`config.mk`:
```
export PLATFORM = sky130hd
export DESIGN_NAME = button_gesture_classifier_top
export DESIGN_NICKNAME = d
export VERILOG_FILES = /design/src/hdl/bgc_pkg.sv /design/src/hdl/button_gesture_classifier_top.sv
export SDC_FILE = /design/constraint.sdc
export NUM_CORES = 1
export LEC_CHECK = 0
export BUFFER_PORTS_ARGS = -buffer_cell sky130_fd_sc_hd__buf_4
export CAP_MARGIN = 30
export CORE_UTILIZATION = 60
export DETAILED_ROUTE_END_ITERATION = 7
export GPL_TIMING_DRIVEN = 0
export HOLD_SLACK_MARGIN = 0.12
export PLACE_DENSITY = 0.78
export SLEW_MARGIN = 20
export SYNTH_ARGS = -nofsm -noshare
export SYNTH_HDL_FRONTEND = slang
export SYNTH_SLANG_ARGS = --single-unit
```
`constraint.sdc`:
```
create_clock -name clk_i -period 4.9 [get_ports clk_i]
set_clock_uncertainty 0.15 [all_clocks]
set_input_delay 0.98 -clock clk_i [delete_from_list [all_inputs] [get_ports clk_i]]
set_output_delay 0.98 -clock clk_i [all_outputs]
set_load 0.005 [all_outputs]
```
`src/hdl/bgc_pkg.sv`:
```
// ----------------------------------------------------------------------------
// bgc_pkg: shared types and constants of the button gesture classifier
// Phase and indicator codes, register indexes and reset values.
// ----------------------------------------------------------------------------
`default_nettype none

package bgc_pkg;

  // widths
  localparam int unsigned CountWidthDefault = 17;
  localparam int unsigned LimitWidth        = 16;
  localparam int unsigned CodeWidth         = 3;
  localparam int unsigned CfgIndexWidth     = 8;

  // phase codes
  typedef enum logic [CodeWidth-1:0] {
    PhIdle   = 3'd0,
    PhFirst  = 3'd1,
    PhHold   = 3'd2,
    PhSecond = 3'd3,
    PhInd    = 3'd4
  } phase_e;

  // indicator codes
  typedef enum logic [CodeWidth-1:0] {
    IndNone   = 3'd0,
    IndSingle = 3'd1,
    IndDouble = 3'd2,
    IndShort  = 3'd3,
    IndLong   = 3'd4
  } ind_e;

  // configuration register indexes
  localparam logic [CfgIndexWidth-1:0] RegShortHold  = 8'd0;
  localparam logic [CfgIndexWidth-1:0] RegLongHold   = 8'd1;
  localparam logic [CfgIndexWidth-1:0] RegDoubleWin  = 8'd2;
  localparam logic [CfgIndexWidth-1:0] RegIndTime    = 8'd3;

  // configuration reset values
  localparam logic [LimitWidth-1:0] ShortHoldReset = 16'd500;
  localparam logic [LimitWidth-1:0] LongHoldReset  = 16'd2000;
  localparam logic [LimitWidth-1:0] DoubleWinReset = 16'd300;
  localparam logic [LimitWidth-1:0] IndTimeReset   = 16'd2000;

endpackage

`default_nettype wire

```
`src/hdl/button_gesture_classifier_top.sv`:
```
// ----------------------------------------------------------------------------
// button_gesture_classifier_top: push-button gesture classifier
// Sorts presses into single, double, short hold and long hold and lights the
// matching indicator for a configured number of ticks.
// ----------------------------------------------------------------------------
// Usage:
//   Each input word on the in channel (in_valid_i / in_stall_o) is one tick
//   carrying the sampled button level pressed_i. Every accepted word yields
//   exactly one result word on the out channel (out_valid_o / out_stall_i)
//   with the lit indicator code and the phase after that tick.
//   The classification is one pass of compare-and-count logic from the state
//   registers into the output register, or into the skid register while a
//   result is stalled; one word is accepted every cycle while in_stall_o is low.
//   A two-entry output stage (output register plus skid register) lets the
//   block take one more word while a result is stalled; in_stall_o rises only
//   once both entries are full, and results leave in order.
//   The configuration channel (cfg_valid_i / cfg_ready_o) writes the four
//   16-bit limits by index; indexes beyond the list are ignored. Writes are
//   taken in every cycle and should be made while the block is idle.
//   Reset clears the phase to idle, the counters, the indicator and both
//   output entries, and loads the default limits.
// ----------------------------------------------------------------------------
`default_nettype none

module button_gesture_classifier_top #(
  parameter int unsigned COUNT_WIDTH = bgc_pkg::CountWidthDefault
) (
  input  wire logic                               clk_i,
  input  wire logic                               rst_ni,
  // input channel
  input  wire logic                               in_valid_i,
  output logic                                    in_stall_o,
  input  wire logic                               pressed_i,
  // output channel
  output logic                                    out_valid_o,
  input  wire logic                               out_stall_i,
  output logic [bgc_pkg::CodeWidth-1:0]           lit_indicator_o,
  output logic [bgc_pkg::CodeWidth-1:0]           phase_o,
  // configuration channel
  input  wire logic                               cfg_valid_i,
  output logic                                    cfg_ready_o,
  input  wire logic [bgc_pkg::CfgIndexWidth-1:0]  cfg_index_i,
  input  wire logic [bgc_pkg::LimitWidth-1:0]     cfg_data_i
);

  localparam int unsigned LimW = bgc_pkg::LimitWidth;
  localparam int unsigned CmpW = (COUNT_WIDTH > LimW) ? COUNT_WIDTH : LimW;
  localparam int unsigned CodeW = bgc_pkg::CodeWidth;

  // configuration registers
  logic [LimW-1:0] short_hold_q, long_hold_q, double_win_q, ind_time_q;

  assign cfg_ready_o = 1'b1;

  always_ff @(posedge clk_i or negedge rst_ni) begin
    if (!rst_ni) begin
      short_hold_q <= bgc_pkg::ShortHoldReset;
      long_hold_q  <= bgc_pkg::LongHoldReset;
      double_win_q <= bgc_pkg::DoubleWinReset;
      ind_time_q   <= bgc_pkg::IndTimeReset;
    end else if (cfg_valid_i && cfg_ready_o) begin
      unique case (cfg_index_i)
        bgc_pkg::RegShortHold: short_hold_q <= cfg_data_i;
        bgc_pkg::RegLongHold:  long_hold_q  <= cfg_data_i;
        bgc_pkg::RegDoubleWin: double_win_q <= cfg_data_i;
        bgc_pkg::RegIndTime:   ind_time_q   <= cfg_data_i;
        default: ;
      endcase
    end
  end

  // gesture state
  bgc_pkg::phase_e          phase_q, phase_d;
  bgc_pkg::ind_e            chosen_q, chosen_d;
  logic                     ind_on_q, ind_on_d;
  logic [COUNT_WIDTH-1:0]   press_cnt_q, press_cnt_d;
  logic [COUNT_WIDTH-1:0]   ind_cnt_q, ind_cnt_d;

  // handshake
  logic in_acc;
  logic skid_valid_q;
  logic out_valid_q;

  assign in_acc   = in_valid_i && !in_stall_o;

  // counters advanced ahead of the compares
  logic                   press_run;
  logic                   ind_run;
  logic [COUNT_WIDTH-1:0] press_adv;
  logic [COUNT_WIDTH-1:0] ind_adv;
  logic [CmpW-1:0]        press_ext, ind_ext;

  assign press_run = (phase_q == bgc_pkg::PhFirst) || (phase_q == bgc_pkg::PhHold) ||
                     (phase_q == bgc_pkg::PhSecond);
  assign ind_run   = (phase_q == bgc_pkg::PhInd) && ind_on_q;

  assign press_adv = (press_run && (press_cnt_q != '1)) ? press_cnt_q + 1'b1 : press_cnt_q;
  assign ind_adv   = (ind_run && (ind_cnt_q != '1)) ? ind_cnt_q + 1'b1 : ind_cnt_q;

  assign press_ext = CmpW'(press_adv);
  assign ind_ext   = CmpW'(ind_adv);

  // next gesture state for one tick
  always_comb begin
    phase_d     = phase_q;
    chosen_d    = chosen_q;
    ind_on_d    = ind_on_q;
    press_cnt_d = press_adv;
    ind_cnt_d   = ind_adv;
    unique case (phase_q)
      bgc_pkg::PhFirst: begin
        if (press_ext > CmpW'(short_hold_q)) begin
          phase_d = bgc_pkg::PhHold;
        end else if (!pressed_i) begin
          phase_d = bgc_pkg::PhSecond;
        end
      end
      bgc_pkg::PhHold: begin
        if (!pressed_i) begin
          chosen_d = (press_ext < CmpW'(long_hold_q)) ? bgc_pkg::IndShort
                                                      : bgc_pkg::IndLong;
          phase_d  = bgc_pkg::PhInd;
        end
      end
      bgc_pkg::PhSecond: begin
        if (pressed_i) begin
          chosen_d = bgc_pkg::IndDouble;
          phase_d  = bgc_pkg::PhInd;
        end else if (press_ext > CmpW'(double_win_q)) begin
          chosen_d = bgc_pkg::IndSingle;
          phase_d  = bgc_pkg::PhInd;
        end
      end
      bgc_pkg::PhInd: begin
        if (!pressed_i) begin
          if (!ind_on_q) begin
            ind_on_d  = 1'b1;
            ind_cnt_d = '0;
          end else if (ind_ext > CmpW'(ind_time_q)) begin
            ind_on_d = 1'b0;
            phase_d  = bgc_pkg::PhIdle;
          end
        end
      end
      default: begin
        // idle, and any stray code is treated as idle
        phase_d = bgc_pkg::PhIdle;
        if (pressed_i) begin
          press_cnt_d = '0;
          phase_d     = bgc_pkg::PhFirst;
        end
      end
    endcase
  end

  always_ff @(posedge clk_i or negedge rst_ni) begin
    if (!rst_ni) begin
      phase_q     <= bgc_pkg::PhIdle;
      chosen_q    <= bgc_pkg::IndNone;
      ind_on_q    <= 1'b0;
      press_cnt_q <= '0;
      ind_cnt_q   <= '0;
    end else if (in_acc) begin
      phase_q     <= phase_d;
      chosen_q    <= chosen_d;
      ind_on_q    <= ind_on_d;
      press_cnt_q <= press_cnt_d;
      ind_cnt_q   <= ind_cnt_d;
    end
  end

  // result word of this tick
  logic [CodeW-1:0] res_lit, res_phase;

  assign res_lit   = ind_on_d ? CodeW'(chosen_d) : CodeW'(bgc_pkg::IndNone);
  assign res_phase = CodeW'(phase_d);

  // output register and skid register
  logic [CodeW-1:0] out_lit_q, out_phase_q;
  logic [CodeW-1:0] skid_lit_q, skid_phase_q;
  logic             out_free;

  assign out_free = !out_valid_q || !out_stall_i;

  always_ff @(posedge clk_i or negedge rst_ni) begin
    if (!rst_ni) begin
      out_valid_q  <= 1'b0;
      skid_valid_q <= 1'b0;
    end else begin
      if (out_free) begin
        out_valid_q <= skid_valid_q || in_acc;
      end
      if (skid_valid_q && out_free) begin
        skid_valid_q <= 1'b0;
      end else if (in_acc && !out_free) begin
        skid_valid_q <= 1'b1;
      end
    end
  end

  always_ff @(posedge clk_i) begin
    if (out_free) begin
      if (skid_valid_q) begin
        out_lit_q   <= skid_lit_q;
        out_phase_q <= skid_phase_q;
      end else if (in_acc) begin
        out_lit_q   <= res_lit;
        out_phase_q <= res_phase;
      end
    end
    if (in_acc && !out_free) begin
      skid_lit_q   <= res_lit;
      skid_phase_q <= res_phase;
    end
  end

  assign in_stall_o      = skid_valid_q;
  assign out_valid_o     = out_valid_q;
  assign lit_indicator_o = out_lit_q;
  assign phase_o         = out_phase_q;

  // checks on the classifier state and the output stage
  a_lit_only_in_ind: assert property (@(posedge clk_i) disable iff (!rst_ni)
    ind_on_q |-> (phase_q == bgc_pkg::PhInd))
    else $error("indicator lit outside the indicator phase");

  a_ind_has_choice: assert property (@(posedge clk_i) disable iff (!rst_ni)
    (phase_q == bgc_pkg::PhInd) |-> (chosen_q != bgc_pkg::IndNone))
    else $error("indicator phase entered without a gesture");

  a_skid_behind_out: assert property (@(posedge clk_i) disable iff (!rst_ni)
    skid_valid_q |-> out_valid_q)
    else $error("skid entry held while output register empty");

  a_no_drop: assert property (@(posedge clk_i) disable iff (!rst_ni)
    (in_acc && out_valid_q && out_stall_i) |=> skid_valid_q)
    else $error("accepted word lost while output stalled");

endmodule

`default_nettype wire

```
==> results.ini <==
[setup_path]
path_cells = ha_1 -> nand4_1 -> nor4_1 -> ha_2 -> nor2_2 -> and4_1 -> and2_1 -> and3_1 -> xor2_2 -> ha_1 -> nand4_1 -> a211oi_2 -> a211oi_1 -> o2111ai_2 -> nand2_1 -> a311o_1 -> o31a_1
reg2reg_slack_ns = 0.15
crit_arrival_ns = 4.78
rr_endpoint = phase_o[1]
end_kind = register
cp_top_family = simple AND/OR/NAND/NOR gates
crit_fanout = 7
crit_required_ns = 4.93
worstSetupStartpointType = register
critPathSlowestCell = dfrtp_1
critical_path_class = register to register
timing.rr.start = press_cnt_q[0]
worst-r2r-cell-count = 17
cpPeakStageDelay_ns = 0.47
cp_num_buf_inv = 0

[floorplan]
die_h_um = 113
io_pins = 39
dieArea_um2 = 12800
std_cell_rows = 40
initial_utilization = 0.618
core_um2 = 12000
die_x_um = 113

[finish]
fin_area_um2 = 8760
mostFrequentLayoutCell = nand2_1
syn2layout_area_growth_pct = 18.0
final_cell_mix = nand2_1, dfrtp_1, inv_1
final_core_util = 0.729
drive_above_1_share = 0.236
n_antenna_cell = 0
layout.nets = 918
n_fill_cell = 847

[clocking]
cts_buffer_depth = 2
cts.sinks = 119
cts-root-buf = clkbuf_16
clk_latency_ns = 0.43
cts_tree = built
path_clk_slew_ns = 0.06
htree_levels = 4
cts_made_buffers = 17

[timing]
setup_viol = 0
worstMarginPinSlew_ns = 0.759
finalMaxSlewViolations = 0
rsz0062_at_grt = no
finalCriticalPeriod_ns = 4.75
setup_slack_ns = 0.146
fin_crit_sh = 0.970
setup_tns_ns = 0
relSlewSlack = 0.492
fmax_ghz = 0.210
hold_violations = 0

[power]
p_leak_uw = 0.00421
power_density_nw_per_um2 = 419
power.total_uw = 3670
ir_worst_vdd_v = 0.000278

[routing]
drc_errors = 0
routedWlPerCell_um = 18.9
routed_wl_um = 18600
antenna_left = 0
drtPass1Iterations = 8
initialDrtViolationCount = 522
vias_per_cell = 6.08
vias = 5961

[synth]
seq_area_frac_synth = 0.413
postSynthCellCount = 758
synth_nets = 855
synth_area_leaders = dfrtp_1, ha_1, dfstp_2
avgSynthCellArea_um2 = 9.79
netlist.top_cell.by_area = dfrtp_1
synth_edf_count = 12
synth_cell_type_count = 72
synth_top_area_frac = 0.287
synthArstFlopShare = 0.899
synth-seq-cells = 119
synthFlopType = dfrtp_1
synth_warnings = 0
synth_area_um2 = 7420

[global_route]
gr-usage-all-layers = 0.311
grt_pass1_vias = 6100
antenna_found_initial = 0
grt_overflow = 0
grt_max_degree = 108
grt_pass1_wl_um = 30300

[run_status]
status = complete, no violations

[placement]
gp_congestion = 0.941
placed_area_um2 = 7880
pre_cts_ws_ns = -0.218
port_buffers = 37
dpl.hpwl_um = 13200

[run]
cap_violations = 0

[hold_path]
min_path_type = input port to async pin

==> area by class of cell <==
cell class | instances | area (µm²) | share of cell area
buffer | 27 | 155 | 0.0177
multi-input combinational | 536 | 4060 | 0.464
tap | 147 | 184 | 0.0210
clock buffer | 23 | 478 | 0.0546
inverter | 76 | 285 | 0.0326
sequential | 119 | 3070 | 0.351
timing repair buffer | 44 | 354 | 0.0404
clock inverter | 9 | 170 | 0.0194
==> cell usage after synthesis (5+ instances only) <==
library cell,number
a211oi_1,6
a21oi_1,24
a22o_1,11
and3_1,12
buf_2,6
clkbuf_1,12
dfrtp_1,85
dfstp_2,22
edfxtp_1,12
ha_1,67
inv_1,76
mux2_2,17
mux2_4,20
nand2_1,86
nand2b_1,13
nand3_1,27
nand4_1,19
nor2_1,34
nor3_1,5
o21ai_0,47
o21ai_1,23
o31ai_1,15
xnor2_1,22
xor2_1,9
==> timing repair <==
item | CTS | global route
pin swaps | 0 | 5
gates resized for setup | 10 | 22
buffers inserted | 0 | 6
endpoints found under the hold margin | 0 | 0
hold buffers | 0 | 0
cloned | 0 | 0
endpoints found under the setup margin | 13 | 16
==> cells by family after synthesis <==
family,Yosys count,synth area share
AOI/OAI and AO/OA,164,0.142
xor gates and xnor gates,31,0.0366
adders and majority gates,67,0.113
buffers and inverters,103,0.0594
DFF,119,0.413
muxes,41,0.0720
other,1,0.000506
and+or+nand+nor,232,0.163
==> metal layers <==
| layer | wire (µm) | vias to the layer above | GRT usage |
|---|---|---|---|
| met1 | 7820 | 2889 | 0.389 |
| met3 | 1140 | 65 | 0.0857 |
| met2 | 8870 | 215 | 0.508 |
| met4 | 733 | 0 | 0.134 |
| met5 | 0 | - | 0 |
| li1 | - | 2792 | - |
==> flip-flops by register name, indices dropped and copies added, names as in the netlist <==
| register | cells |
|---|---|
| skid_lit_q | 3 |
| double_win_q | 16 |
| phase_q | 3 |
| press_cnt_q | 17 |
| ind_time_q | 16 |
| out_valid_o | 1 |
| skid_phase_q | 3 |
| ind_on_q | 1 |
| long_hold_q | 16 |
| ind_cnt_q | 17 |
| in_stall_o | 1 |
| short_hold_q | 16 |
| phase_o | 3 |
| chosen_q | 3 |
| lit_indicator_o | 3 |
==> worst max path at each step <==
stage	cells after the start	slack [ns]	end	startpoint
floorplan	20	0.66	phase_o[2]	ind_cnt_q[0]
global route	21	0.01	phase_o[2]	ind_cnt_q[0]
detailed placement	19	-0.22	lit_indicator_o[2]	press_cnt_q[0]
finish	17	0.15	phase_o[1]	press_cnt_q[0]
CTS	20	0.03	phase_o[2]	ind_cnt_q[0]
global placement	19	-0.23	lit_indicator_o[2]	press_cnt_q[0]
==> power breakdown <==
group / internal, µW / switching, µW / total (µW)
Combinational: 431 / 636 / 1070
Sequential: 1140 / 80.2 / 1220
Clock: 938 / 444 / 1380
Total: 2510 / 1160 / 3670
==> through the flow <==
stage	cells	hold slack, ns
6_report	981	0.283
4_1_cts	974	0.354
3_3_place_gp	942	0.332
3_5_place_dp	942	0.340
2_1_floorplan	758	0.315
5_1_grt	981	0.303
==> worst register-to-register path: stages (launching register included) <==
cell and delay, ns:
dfrtp_1 0.47, ha_1 0.25, nand4_1 0.12, nor4_1 0.23, ha_2 0.27, nor2_2 0.07, and4_1 0.25, and2_1 0.22
and3_1 0.25, xor2_2 0.19, ha_1 0.30, nand4_1 0.22, a211oi_2 0.23, a211oi_1 0.12, o2111ai_2 0.29, nand2_1 0.18
a311o_1 0.40, o31a_1 0.29
Note: power is estimated with default switching activity, not from simulation.
